## config.mk

```make
export PLATFORM = sky130hd
export DESIGN_NAME = repeating_timer_scheduler_unit
export DESIGN_NICKNAME = d
export VERILOG_FILES = /design/src/rtl/rts_pkg.sv /design/src/rtl/repeating_timer_scheduler_unit.sv
export SDC_FILE = /design/constraint.sdc
export NUM_CORES = 2
export LEC_CHECK = 0
export BUFFER_PORTS_ARGS = -buffer_cell sky130_fd_sc_hd__buf_2
export CAP_MARGIN = 20
export CORE_ASPECT_RATIO = 0.9
export CORE_MARGIN = 3
export CORE_UTILIZATION = 57
export CTS_CLUSTER_SIZE = 12
export DETAILED_ROUTE_END_ITERATION = 8
export PLACE_DENSITY = 0.8
export SLEW_MARGIN = 30
export SYNTH_ARGS = -nofsm -noshare
export SYNTH_HDL_FRONTEND = slang
export SYNTH_SLANG_ARGS = --single-unit
export TNS_END_PERCENT = 10
```

## constraint.sdc

```tcl
create_clock -name clock -period 13.18 [get_ports clock]
set_clock_uncertainty 0.1 [all_clocks]
set_input_delay 3.954 -clock clock [delete_from_list [all_inputs] [get_ports clock]]
set_output_delay 3.954 -clock clock [all_outputs]
set_load 0.01 [all_outputs]
```

## src/rtl/rts_pkg.sv

```systemverilog
// ----------------------------------------------------------------------------
// rts_pkg
// Types and codes shared by the repeating timer scheduler.
// ----------------------------------------------------------------------------
`default_nettype none

package rts_pkg;

   localparam int SLOTS_DEF = 16;
   localparam int MAX_FIRES = 16;
   localparam int FIRE_CW   = $clog2(MAX_FIRES + 1);

   localparam logic [1:0] REQ_ADD    = 2'd0;
   localparam logic [1:0] REQ_CANCEL = 2'd1;
   localparam logic [1:0] REQ_TICK   = 2'd2;

   localparam logic [2:0] KIND_ADDED     = 3'd0;
   localparam logic [2:0] KIND_FULL      = 3'd1;
   localparam logic [2:0] KIND_CANCELLED = 3'd2;
   localparam logic [2:0] KIND_NOT_FOUND = 3'd3;
   localparam logic [2:0] KIND_FIRED     = 3'd4;

   typedef struct packed {
      logic [1:0]         req_type;
      logic [31:0]        interval_ms;
      logic signed [15:0] repeat_count;
      logic [15:0]        event_code;
      logic [31:0]        cancel_id;
   } rts_req_type;

   typedef struct packed {
      logic [2:0]  kind;
      logic [31:0] timer_id;
      logic [15:0] fired_event;
      logic        last;
   } rts_rsp_type;

   typedef struct packed {
      logic [31:0] slot_id;
      logic [31:0] due_time;
      logic [31:0] period;
      logic [15:0] repeats_left;
      logic [15:0] event_store;
   } rts_entry_type;

endpackage

`default_nettype wire

```

## src/rtl/repeating_timer_scheduler_unit.sv

```systemverilog
// ----------------------------------------------------------------------------
// repeating_timer_scheduler_unit
// Timer table in a single-port-read memory; add, cancel and tick transactions.
//
//   Channel  Ports                        Direction  Carries
//   req      req_valid/req_stall/req_data in         add, cancel, tick
//   rsp      rsp_valid/rsp_stall/rsp_data out        status and firings
//
// Add goes straight to its decide state with no scan. Cancel makes one
// serial scan of the memory. Tick makes one scan per firing plus a final
// scan that finds no due timer for fewer than 16 firings, and no final scan
// at the cap of 16; each scan reads one entry per cycle through the
// memory's single read port.
// No clearing pass: of the timer table, reset clears the per-slot valid flops only.
// A stalled rsp holds the block in its decide or flush state; req is stalled
// until the current transaction has finished.
// ----------------------------------------------------------------------------
`default_nettype none

module repeating_timer_scheduler_unit #(
   parameter int SLOTS = rts_pkg::SLOTS_DEF
) (
   input  wire logic                 clock,
   input  wire logic                 reset,
   input  wire logic                 req_valid,
   output logic                      req_stall,
   input  wire rts_pkg::rts_req_type req_data,
   output logic                      rsp_valid,
   input  wire logic                 rsp_stall,
   output rts_pkg::rts_rsp_type      rsp_data
);
   import rts_pkg::*;

   localparam int IW = (SLOTS > 1) ? $clog2(SLOTS) : 1;
   localparam int CW = $clog2(SLOTS + 1);

   typedef enum logic [3:0] {
      S_IDLE   = 4'b0001,
      S_SCAN   = 4'b0010,
      S_DECIDE = 4'b0100,
      S_FLUSH  = 4'b1000
   } state_type;

   state_type            state_ff, state_in;
   rts_req_type          req_ff, req_in;
   logic [31:0]          now_ff, now_in;
   logic [31:0]          idc_ff, idc_in;
   logic [SLOTS-1:0]     valid_ff, valid_in;
   logic [CW-1:0]        cnt_ff, cnt_in;
   logic                 rd_vld_ff, rd_vld_in;
   logic [IW-1:0]        rd_idx_ff, rd_idx_in;
   rts_entry_type        mem_q_ff;
   logic                 best_vld_ff, best_vld_in;
   logic [IW-1:0]        best_idx_ff, best_idx_in;
   logic [31:0]          best_key_ff, best_key_in;
   rts_entry_type        best_ent_ff, best_ent_in;
   logic [FIRE_CW-1:0]   fire_cnt_ff, fire_cnt_in;
   rts_rsp_type          pend_ff, pend_in;
   logic                 pend_vld_ff, pend_vld_in;
   logic                 rsp_valid_ff, rsp_valid_in;
   rts_rsp_type          rsp_data_ff, rsp_data_in;

   rts_entry_type        mem [SLOTS];
   logic                 mem_we;
   logic [IW-1:0]        mem_wa;
   rts_entry_type        mem_wd;
   logic                 rd_en;
   logic [IW-1:0]        rd_addr;

   logic                 accept;
   logic                 out_free;
   logic                 rsp_load;
   rts_rsp_type          rsp_next;
   logic [31:0]          diff;
   logic                 is_due;
   logic [31:0]          key;
   logic                 cand;
   logic                 better;
   logic                 take;
   logic                 free_found;
   logic [IW-1:0]        free_idx;
   logic [31:0]          add_iv;
   logic [15:0]          new_reps;

   assign accept    = req_valid & ~req_stall;
   assign req_stall = (state_ff != S_IDLE);
   assign out_free  = ~rsp_valid_ff | ~rsp_stall;
   assign rsp_valid = rsp_valid_ff;
   assign rsp_data  = rsp_data_ff;

   // scan compare on the registered read data
   assign diff   = mem_q_ff.due_time - now_ff;
   assign is_due = (diff == 32'd0) | diff[31];
   assign key    = diff ^ 32'h8000_0000;
   assign cand   = rd_vld_ff & valid_ff[rd_idx_ff] & is_due;
   assign better = ~best_vld_ff | (key < best_key_ff) |
                   ((key == best_key_ff) & (mem_q_ff.slot_id < best_ent_ff.slot_id));

   always_comb begin
      if (req_ff.req_type == REQ_TICK) begin
         take = cand & better;
      end else begin
         take = rd_vld_ff & valid_ff[rd_idx_ff] & ~best_vld_ff &
                (mem_q_ff.slot_id == req_ff.cancel_id);
      end
   end

   // lowest free slot
   always_comb begin
      free_found = 1'b0;
      free_idx   = '0;
      for (int i = SLOTS - 1; i >= 0; i--) begin
         if (!valid_ff[i]) begin
            free_found = 1'b1;
            free_idx   = IW'(i);
         end
      end
   end

   assign add_iv   = (req_ff.interval_ms == 32'd0) ? 32'd1 : req_ff.interval_ms;
   assign new_reps = ((best_ent_ff.repeats_left != 16'd0) && !best_ent_ff.repeats_left[15]) ?
                     best_ent_ff.repeats_left - 16'd1 : best_ent_ff.repeats_left;

   always_comb begin
      state_in    = state_ff;
      req_in      = req_ff;
      now_in      = now_ff;
      idc_in      = idc_ff;
      valid_in    = valid_ff;
      cnt_in      = cnt_ff;
      rd_vld_in   = 1'b0;
      rd_idx_in   = cnt_ff[IW-1:0];
      rd_en       = 1'b0;
      rd_addr     = cnt_ff[IW-1:0];
      best_vld_in = best_vld_ff;
      best_idx_in = best_idx_ff;
      best_key_in = best_key_ff;
      best_ent_in = best_ent_ff;
      fire_cnt_in = fire_cnt_ff;
      pend_in     = pend_ff;
      pend_vld_in = pend_vld_ff;
      mem_we      = 1'b0;
      mem_wa      = best_idx_ff;
      mem_wd      = best_ent_ff;
      rsp_load    = 1'b0;
      rsp_next    = pend_ff;

      unique case (state_ff)
         S_IDLE: begin
            if (accept) begin
               req_in      = req_data;
               cnt_in      = '0;
               best_vld_in = 1'b0;
               unique case (req_data.req_type)
                  REQ_ADD: begin
                     state_in = S_DECIDE;
                  end
                  REQ_CANCEL: begin
                     state_in = S_SCAN;
                  end
                  REQ_TICK: begin
                     now_in      = now_ff + 32'd1;
                     fire_cnt_in = '0;
                     pend_vld_in = 1'b0;
                     state_in    = S_SCAN;
                  end
                  default: begin
                     state_in = S_IDLE;
                  end
               endcase
            end
         end
         S_SCAN: begin
            if (cnt_ff < CW'(SLOTS)) begin
               rd_en     = 1'b1;
               rd_vld_in = 1'b1;
               cnt_in    = cnt_ff + CW'(1);
            end
            if (take) begin
               best_vld_in = 1'b1;
               best_idx_in = rd_idx_ff;
               best_key_in = key;
               best_ent_in = mem_q_ff;
            end
            if ((cnt_ff == CW'(SLOTS)) && !rd_vld_ff) begin
               state_in = S_DECIDE;
            end
         end
         S_DECIDE: begin
            if (out_free) begin
               state_in = S_IDLE;
               unique case (req_ff.req_type)
                  REQ_ADD: begin
                     rsp_load = 1'b1;
                     if (free_found) begin
                        mem_we              = 1'b1;
                        mem_wa              = free_idx;
                        mem_wd.slot_id      = idc_ff + 32'd1;
                        mem_wd.due_time     = now_ff + add_iv;
                        mem_wd.period       = add_iv;
                        mem_wd.repeats_left = req_ff.repeat_count;
                        mem_wd.event_store  = req_ff.event_code;
                        valid_in[free_idx]  = 1'b1;
                        idc_in              = idc_ff + 32'd1;
                        rsp_next            = '{KIND_ADDED, idc_ff + 32'd1, 16'd0, 1'b1};
                     end else begin
                        rsp_next = '{KIND_FULL, 32'd0, 16'd0, 1'b1};
                     end
                  end
                  REQ_CANCEL: begin
                     rsp_load = 1'b1;
                     if (best_vld_ff) begin
                        valid_in[best_idx_ff] = 1'b0;
                        rsp_next = '{KIND_CANCELLED, req_ff.cancel_id, 16'd0, 1'b1};
                     end else begin
                        rsp_next = '{KIND_NOT_FOUND, req_ff.cancel_id, 16'd0, 1'b1};
                     end
                  end
                  REQ_TICK: begin
                     if (best_vld_ff) begin
                        mem_we              = 1'b1;
                        mem_wa              = best_idx_ff;
                        mem_wd.due_time     = best_ent_ff.due_time + best_ent_ff.period;
                        mem_wd.repeats_left = new_reps;
                        if (new_reps == 16'd0) begin
                           valid_in[best_idx_ff] = 1'b0;
                        end
                        if (pend_vld_ff) begin
                           rsp_load      = 1'b1;
                           rsp_next      = pend_ff;
                           rsp_next.last = 1'b0;
                        end
                        pend_in     = '{KIND_FIRED, best_ent_ff.slot_id,
                                        best_ent_ff.event_store, 1'b0};
                        pend_vld_in = 1'b1;
                        fire_cnt_in = fire_cnt_ff + FIRE_CW'(1);
                        cnt_in      = '0;
                        best_vld_in = 1'b0;
                        if (fire_cnt_in == FIRE_CW'(MAX_FIRES)) begin
                           state_in = S_FLUSH;
                        end else begin
                           state_in = S_SCAN;
                        end
                     end else if (pend_vld_ff) begin
                        rsp_load      = 1'b1;
                        rsp_next      = pend_ff;
                        rsp_next.last = 1'b1;
                        pend_vld_in   = 1'b0;
                     end
                  end
                  default: begin
                     state_in = S_IDLE;
                  end
               endcase
            end
         end
         S_FLUSH: begin
            if (out_free) begin
               rsp_load      = 1'b1;
               rsp_next      = pend_ff;
               rsp_next.last = 1'b1;
               pend_vld_in   = 1'b0;
               state_in      = S_IDLE;
            end
         end
         default: begin
            state_in = S_IDLE;
         end
      endcase

      rsp_data_in  = rsp_load ? rsp_next : rsp_data_ff;
      rsp_valid_in = rsp_load | (rsp_valid_ff & rsp_stall);
   end

   // timer table
   always_ff @(posedge clock) begin
      if (mem_we) begin
         mem[mem_wa] <= mem_wd;
      end
      if (rd_en) begin
         mem_q_ff <= mem[rd_addr];
      end
   end

   always_ff @(posedge clock) begin
      if (reset) begin
         state_ff     <= S_IDLE;
         now_ff       <= '0;
         idc_ff       <= '0;
         valid_ff     <= '0;
         cnt_ff       <= '0;
         rd_vld_ff    <= 1'b0;
         best_vld_ff  <= 1'b0;
         fire_cnt_ff  <= '0;
         pend_vld_ff  <= 1'b0;
         rsp_valid_ff <= 1'b0;
      end else begin
         state_ff     <= state_in;
         now_ff       <= now_in;
         idc_ff       <= idc_in;
         valid_ff     <= valid_in;
         cnt_ff       <= cnt_in;
         rd_vld_ff    <= rd_vld_in;
         best_vld_ff  <= best_vld_in;
         fire_cnt_ff  <= fire_cnt_in;
         pend_vld_ff  <= pend_vld_in;
         rsp_valid_ff <= rsp_valid_in;
      end
   end

   always_ff @(posedge clock) begin
      req_ff      <= req_in;
      rd_idx_ff   <= rd_idx_in;
      best_idx_ff <= best_idx_in;
      best_key_ff <= best_key_in;
      best_ent_ff <= best_ent_in;
      pend_ff     <= pend_in;
      rsp_data_ff <= rsp_data_in;
   end

   a_fire_cap: assert property (@(posedge clock) disable iff (reset)
      fire_cnt_ff <= FIRE_CW'(MAX_FIRES))
      else $error("firing count above cap");

   a_pend_tick: assert property (@(posedge clock) disable iff (reset)
      pend_vld_ff |-> (req_ff.req_type == REQ_TICK))
      else $error("pending firing outside a tick");

   a_flush_last: assert property (@(posedge clock) disable iff (reset)
      (state_ff == S_FLUSH && out_free) |=> (rsp_valid && rsp_data.last))
      else $error("flush did not deliver a final firing");

   a_best_live: assert property (@(posedge clock) disable iff (reset)
      (state_ff == S_DECIDE && req_ff.req_type == REQ_TICK && best_vld_ff)
      |-> valid_ff[best_idx_ff])
      else $error("selected timer slot is not live");

   a_read_in_scan: assert property (@(posedge clock) disable iff (reset)
      rd_vld_ff |-> (state_ff == S_SCAN))
      else $error("read data outside a scan");

endmodule

`default_nettype wire
```

# Yosys cells after proc, flatten, opt, wreduce, memory -nomap -nowiden

Memories as Yosys holds them, arrays and structs flattened. A register that Yosys moved wholly into a read port is not among the register bits.
Index checks and enable logic that the tools add are counted.

Register bits: 464
RAM bits: 2048
Bits of input ports: 102
Output and inout bits: 54
Memories kept: 1

Memories:

| name | words | bits a word | rd ports | clocked after Yosys merged registers in | wr ports | RTL line                             | RTL |
|---|---|---|---|---|---|---|---|
| mem  | 16    | 128         | 1        | 1                                       | 1        | repeating_timer_scheduler_unit.sv:63 | `rts_entry_type mem [SLOTS];` |

$add $sub $neg: 8
Order comparisons: 8
Equality and inequality tests: 26
Multiplexer cells: 114
Bitwise operators: 21
Reductions and logical operators: 29

Operator list:

| cell                    | count |
|---|---|
| $mux W128               | 3 |
| $pmux W52 S3            | 1 |
| $mux W32                | 4 |
| $mux W16                | 7 |
| $mux W4                 | 27 |
| $pmux W52 S2            | 1 |
| $mux W50                | 2 |
| $add A32 B1 Y32 const B | 2 |
| $add A32 B32 Y32        | 2 |
| $eq A32 B32 Y1          | 2 |
| $logic_not A32 Y1       | 2 |
| $lt A32 B32 Y1          | 2 |
| $pmux W32 S2            | 1 |
| $mux W52                | 1 |
| $mux W5                 | 10 |
| $pmux W16 S3            | 1 |
| $mux W1                 | 43 |
| $pmux W16 S2            | 1 |
| $sub A32 B32 Y32        | 1 |
| $ne A2 B2 Y1 const B    | 11 |
| $reduce_and A6 Y1       | 3 |
| $and A16 B16 Y16        | 1 |
| $logic_not A16 Y1       | 1 |
| $not A16 Y16            | 1 |
| 38 further kinds        | 76 |

# Logic depth before layout (Yosys ltp)

Depth after elaboration: 23
Gate-level depth with buffers: 22

# Worst setup path after synthesis

OpenSTA, ideal clock, no wires.

Kind: reg-to-reg
Start point: register now_ff[13]
End point: register best_ent_ff[0] (netlist name) (enable)
Arrival: 12096 ps
Required time: 12338 ps
Setup slack: 242 ps
Cell stages (with the launch flop): 22
Cells stage by stage: dfxtp_1 -> inv_1 -> ha_1 -> a21o_1 -> a21oi_1 -> nand2_1 -> or4_1 -> nand3_1 -> nand2_1 -> a211oi_1 -> o21bai_1 -> xor2_1 -> ha_1 -> nand4_1 -> or3_1 -> a2111oi_0 -> o211ai_1 -> nand3_1 -> nand3_1 -> mux2i_1 -> o21ai_0 -> a21oi_1

Longest elaborated chain between the ends: 8
Elaborated cells on any way between the ends: 13
Classes of those cells: 1 x add/sub; 1 x order compare; 1 x eq/ne; 1 x mux; 7 x bitwise; 2 x reduce/logical

RTL lines:

| element                                          | RTL line                                                                   | RTL |
|---|---|---|
| start: declaration                               | repeating_timer_scheduler_unit.sv:46                                       | `logic [31:0] now_ff, now_in;` |
| start signal: assignment                         | repeating_timer_scheduler_unit.sv:299                                      | `now_ff <= now_in;` |
| $sub A32 B32 Y32 (*)                             | repeating_timer_scheduler_unit.sv:92                                       | `assign diff = mem_q_ff.due_time - now_ff;` |
| $not A1 Y1 (no line) (*)                         | n/a                                                                        |  |
| net key[31]                                      | repeating_timer_scheduler_unit.sv:76                                       | `logic [31:0] key;` |
| $lt A32 B32 Y1 or $eq A32 B32 Y1 (tied branches) | repeating_timer_scheduler_unit.sv:96, repeating_timer_scheduler_unit.sv:97 |  |
| $or A1 B1 Y1 or $and A1 B1 Y1 (tied branches)    | repeating_timer_scheduler_unit.sv:96, repeating_timer_scheduler_unit.sv:97 |  |
| $or A1 B1 Y1 (*)                                 | repeating_timer_scheduler_unit.sv:96                                       | `assign better = ~best_vld_ff \| (key < best_key_ff) \|` |
| $and A1 B1 Y1 (*)                                | repeating_timer_scheduler_unit.sv:101                                      | `take = cand & better;` |
| $mux W1 (*)                                      | repeating_timer_scheduler_unit.sv:100                                      | `if (req_ff.req_type == REQ_TICK) begin` |
| $reduce_and A2 Y1 (no line) (*)                  | n/a                                                                        |  |
| end signal: assignment                           | repeating_timer_scheduler_unit.sv:316                                      | `best_ent_ff <= best_ent_in;` |
| end: declaration                                 | repeating_timer_scheduler_unit.sv:56                                       | `rts_entry_type best_ent_ff, best_ent_in;` |

Mark *: on every way through the listed nets, which the timed path passes. The rest lies on a longest branch.
A chain may end at the register's enable or synchronous reset.

# Final worst setup path

Start point: input rsp_stall
End point: memory mem[10][13] (netlist name) (enable)

Longest elaborated chain between the ends: 6
Elaborated cells on any way between the ends: 8
Classes of those cells: 6 x mux; 2 x bitwise

RTL lines:

| element                       | RTL line                              | RTL |
|---|---|---|
| start: declaration            | repeating_timer_scheduler_unit.sv:29  | `input wire logic rsp_stall,` |
| $not A1 Y1 (*)                | repeating_timer_scheduler_unit.sv:87  | `assign out_free = ~rsp_valid_ff \| ~rsp_stall;` |
| $or A1 B1 Y1 (*)              | repeating_timer_scheduler_unit.sv:87  |  |
| $mux W1                       | repeating_timer_scheduler_unit.sv:190 | `if (out_free) begin` |
| $mux W1                       | repeating_timer_scheduler_unit.sv:148 | `unique case (state_ff)` |
| $mux W1                       | repeating_timer_scheduler_unit.sv:277 | `if (mem_we) begin` |
| $mux W1 (not written as such) | repeating_timer_scheduler_unit.sv:278 | `mem[mem_wa] <= mem_wd;` |
| end: declaration              | repeating_timer_scheduler_unit.sv:63  |  |

Mark *: on every way between the ends. The rest lies on a longest branch, timed or not.

==> impl_metrics.env <==
export IMPL_outcome="complete, no violations"
export IMPL_ant_nets=0
export IMPL_maxCapViolCount=0
export IMPL_internal_power_uw=13600
export IMPL_cts_reportedPaths_clkPinSlew_ns=0.06
export IMPL_async_flop_share_pct=0
export IMPL_ys_flop_type="edfxtp_1"
export IMPL_period_share_pct=63.1
export IMPL_start_util_pct=57.8
export IMPL_drive_gt1_share_pct=22.4
export IMPL_synth_edf_count=2538
export IMPL_p_clk_share_pct=40.9
export IMPL_crit_fanout=41
export IMPL_arrival_ns=8.74
export IMPL_worst_pin_slew_ns=1.05
export IMPL_syn_area_mm2=0.107
export IMPL_place_congestion=0.933
export IMPL_via_count=58077
export IMPL_area_growth_pct=11.6
export IMPL_grt_pass1_vias=58568
export IMPL_cts_hold_fix_buffers=0
export IMPL_drtIter0Drc=8076
export IMPL_dieHeight_um=416
export IMPL_dieArea_mm2=0.192
export IMPL_num_rows=149
export IMPL_setup_viol=0
export IMPL_utilization_pct=64.5
export IMPL_clock_latency_ns=0.95
export IMPL_synth_cell_types=87
export IMPL_grt_max_degree=129
export IMPL_worstHoldPathType="flop to flop"
export IMPL_cts_resized=0
export IMPL_synth_avg_cell_area_um2=19.0
export IMPL_post_cts_buffers=0
export IMPL_start_kind="input port"
export IMPL_power_frac_comb_pct=4.9
export IMPL_switching_share_pct=21.4
export IMPL_grt_pass1_wl_um=407000
export IMPL_numCtsBuffers=282
export IMPL_power_density_mw_per_mm2=146
export IMPL_antenna_found_initial=9
export IMPL_seq_power_share_pct=54.2
export IMPL_ys_top_cells_by_count="edfxtp_1, mux4_2, nand2_1, clkbuf_1, nor2_1"
export IMPL_cts_sinks=2640
export IMPL_die_w_um=462
export IMPL_drc=0
export IMPL_cp_cell_sequence="buf_2 -> and2_1 -> nor2_1 -> nand2_4 -> buf_4 -> and2_1 -> or3_1 -> nor2_4 -> buf_4 -> buf_4"
export IMPL_root_buffer="clkbuf_16"
export IMPL_port_buffers=155
export IMPL_wirelength_um=279000
export IMPL_slowest_delay_ns=0.76
export IMPL_relSlewSlack_pct=30.1
export IMPL_grt_ovfl_total=0
export IMPL_core_area_mm2=0.185
export IMPL_firstDrtPassIters=6
export IMPL_total_leakage_power_uw=0.0376
export IMPL_cts_max_path_buffers=4
export IMPL_post_drt_wl_per_cell_um=33.0
export IMPL_dp_hpwl_um=156000
export IMPL_yosysWarnings=0
export IMPL_synth_nets=5893
export IMPL_critPathKind="input port to flop"
export IMPL_htree_levels=5
export IMPL_fin_crit_ns=8.31
export IMPL_yosysTopAreaCellShare_pct=71.5
export IMPL_crit_path_frequent_cell="buf_4"
export IMPL_setup_tns_ns=0
export IMPL_p_switching_uw=3710
export IMPL_rsz0062_at_grt="no"
export IMPL_top_level_ports=156
export IMPL_drv_slew=0
export IMPL_cts_tree="built"
export IMPL_synth_cells=5618
export IMPL_yosys_area_top_type="edfxtp_1"
export IMPL_num_nets_final=6204
export IMPL_track_usage_pct=29.2
export IMPL_ys_ff_latch=2640
export IMPL_synth_most_common_cell="edfxtp_1"
export IMPL_crit_slowest_cell="nor2_4"
export IMPL_ir_drop_mv=0.138
export IMPL_hold_viol_final=0
export IMPL_synth_area_leaders="edfxtp_1, mux4_2, ha_1, dfxtp_1, nand2_1"
export IMPL_ys_seq_area_share_pct=73.4
export IMPL_worst_setup_path_end_kind="flop"
export IMPL_cp_required_ns=13.60
export IMPL_drt_vias_per_instance=6.86
export IMPL_max_freq_mhz=120
## worst paths after layout
kind | from | to | slack [ns] | cells after the start
worst max-delay path | rsp_stall | mem[10][13]$_DFFE_PP_ | 4.87 | 10
worst min register to register | mem_q_ff[42]$_DFFE_PP_ | best_ent_ff[42]$_DFFE_PP_ | 0.28 | 0
worst max register to register | now_ff[3]$_SDFFE_PP0P_ | best_ent_ff[17]$_DFFE_PP_ | 5.36 | 21
worst min-delay path | mem_q_ff[42]$_DFFE_PP_ | best_ent_ff[42]$_DFFE_PP_ | 0.28 | 0
## kinds of logic after synthesis
logic type,count (synthesis),share of synthesized area [%]
adder cells (fa/ha/maj),173,2.05
XOR/XNOR,191,1.57
multiplexers,653,13.7
buffers and inverters,412,1.46
flip-flops,2640,73.4
AND/OR/NAND/NOR,903,3.98
AO/OA/AOI/OAI,646,3.83
## sequential cells by signal, summed over array words and instances, names as in the netlist
name	cells
best_ent_ff	128
best_idx_ff	4
best_key_ff	32
best_vld_ff	1
cnt_ff	5
fire_cnt_ff	5
idc_ff	32
mem	2048
mem_q_ff	128
now_ff	32
pend_ff	48
pend_vld_ff	1
rd_idx_ff	4
rd_vld_ff	1
req_ff	98
rsp_data	52
rsp_valid	1
state_ff	4
valid_ff	16
## stage by stage
step | setup WS (ns) | cell area [um^2] | total power (uW) | std cells | hold WS (ns)
after floorplan | 0.242 | 107000 | 10000 | 5618 | 0.229
after global placement | 4.22 | 111000 | 10400 | 8045 | 0.300
after detailed placement | 4.08 | 111000 | 10400 | 8056 | 0.305
after CTS | 4.99 | 119000 | 17400 | 8456 | 0.293
after global routing | 4.82 | 119000 | 17800 | 8462 | 0.303
final | 4.87 | 119000 | 17300 | 8467 | 0.282
## worst max-delay path: cells and delay by family
family                 cells  cell delay [ns]
AND/OR/NAND/NOR            6             2.83
buffers and inverters      4             1.86
## metal layers
| metal | global-route usage (%) | part of all wire, % | vias to the layer above |
|---|---|---|---|
| li1 | - | - | 23314 |
| met1 | 40.5 | 36 | 29918 |
| met2 | 45.9 | 48 | 4067 |
| met3 | 5.48 | 11 | 768 |
| met4 | 13.2 | 5.0 | 10 |
| met5 | 0 | 0.020 | - |
## placed cells by master, fill, tap and decap left out, types with 15 or more instances in the layout
master / count
buf_4: 104
and2_1: 29
ha_1: 170
buf_2: 158
nor2_4: 19
a22oi_1: 26
a211oi_1: 23
nor3_1: 41
nor4_1: 24
a22o_1: 15
nand2b_1: 17
and3_1: 26
or3_1: 23
clkbuf_16: 288
mux4_2: 645
nand3_1: 64
dfxtp_1: 98
xnor2_1: 118
clkinv_2: 15
edfxtp_1: 2538
nand4_1: 50
a31oi_1: 16
nor2_1: 181
clkbuf_1: 70
o21bai_1: 17
o21ai_2: 17
o211ai_1: 27
a21oi_1: 164
inv_1: 137
xor2_1: 73
a21o_1: 47
o21ai_0: 156
nand2_1: 353
or2_2: 15
## cell type report
class	instances	area, um^2
fillers	11616	65500
diodes	6	15.0
clock buffers	363	7540
flip-flops and latches	2640	78300
clock inverters	37	297
multi-input cells	2566	27100
inverters	140	528
well taps	2416	3020
repair buffers	299	2290
## power groups by stage
stage / clock network (uW) / registers [uW] / logic (uW)
after floorplan: 0 / 9490 / 556
after global placement: 0 / 9580 / 789
after detailed placement: 0 / 9570 / 821
after CTS: 7170 / 9400 / 836
after global routing: 7460 / 9400 / 898
final: 7090 / 9400 / 842
(Power assumes the default switching activity.)
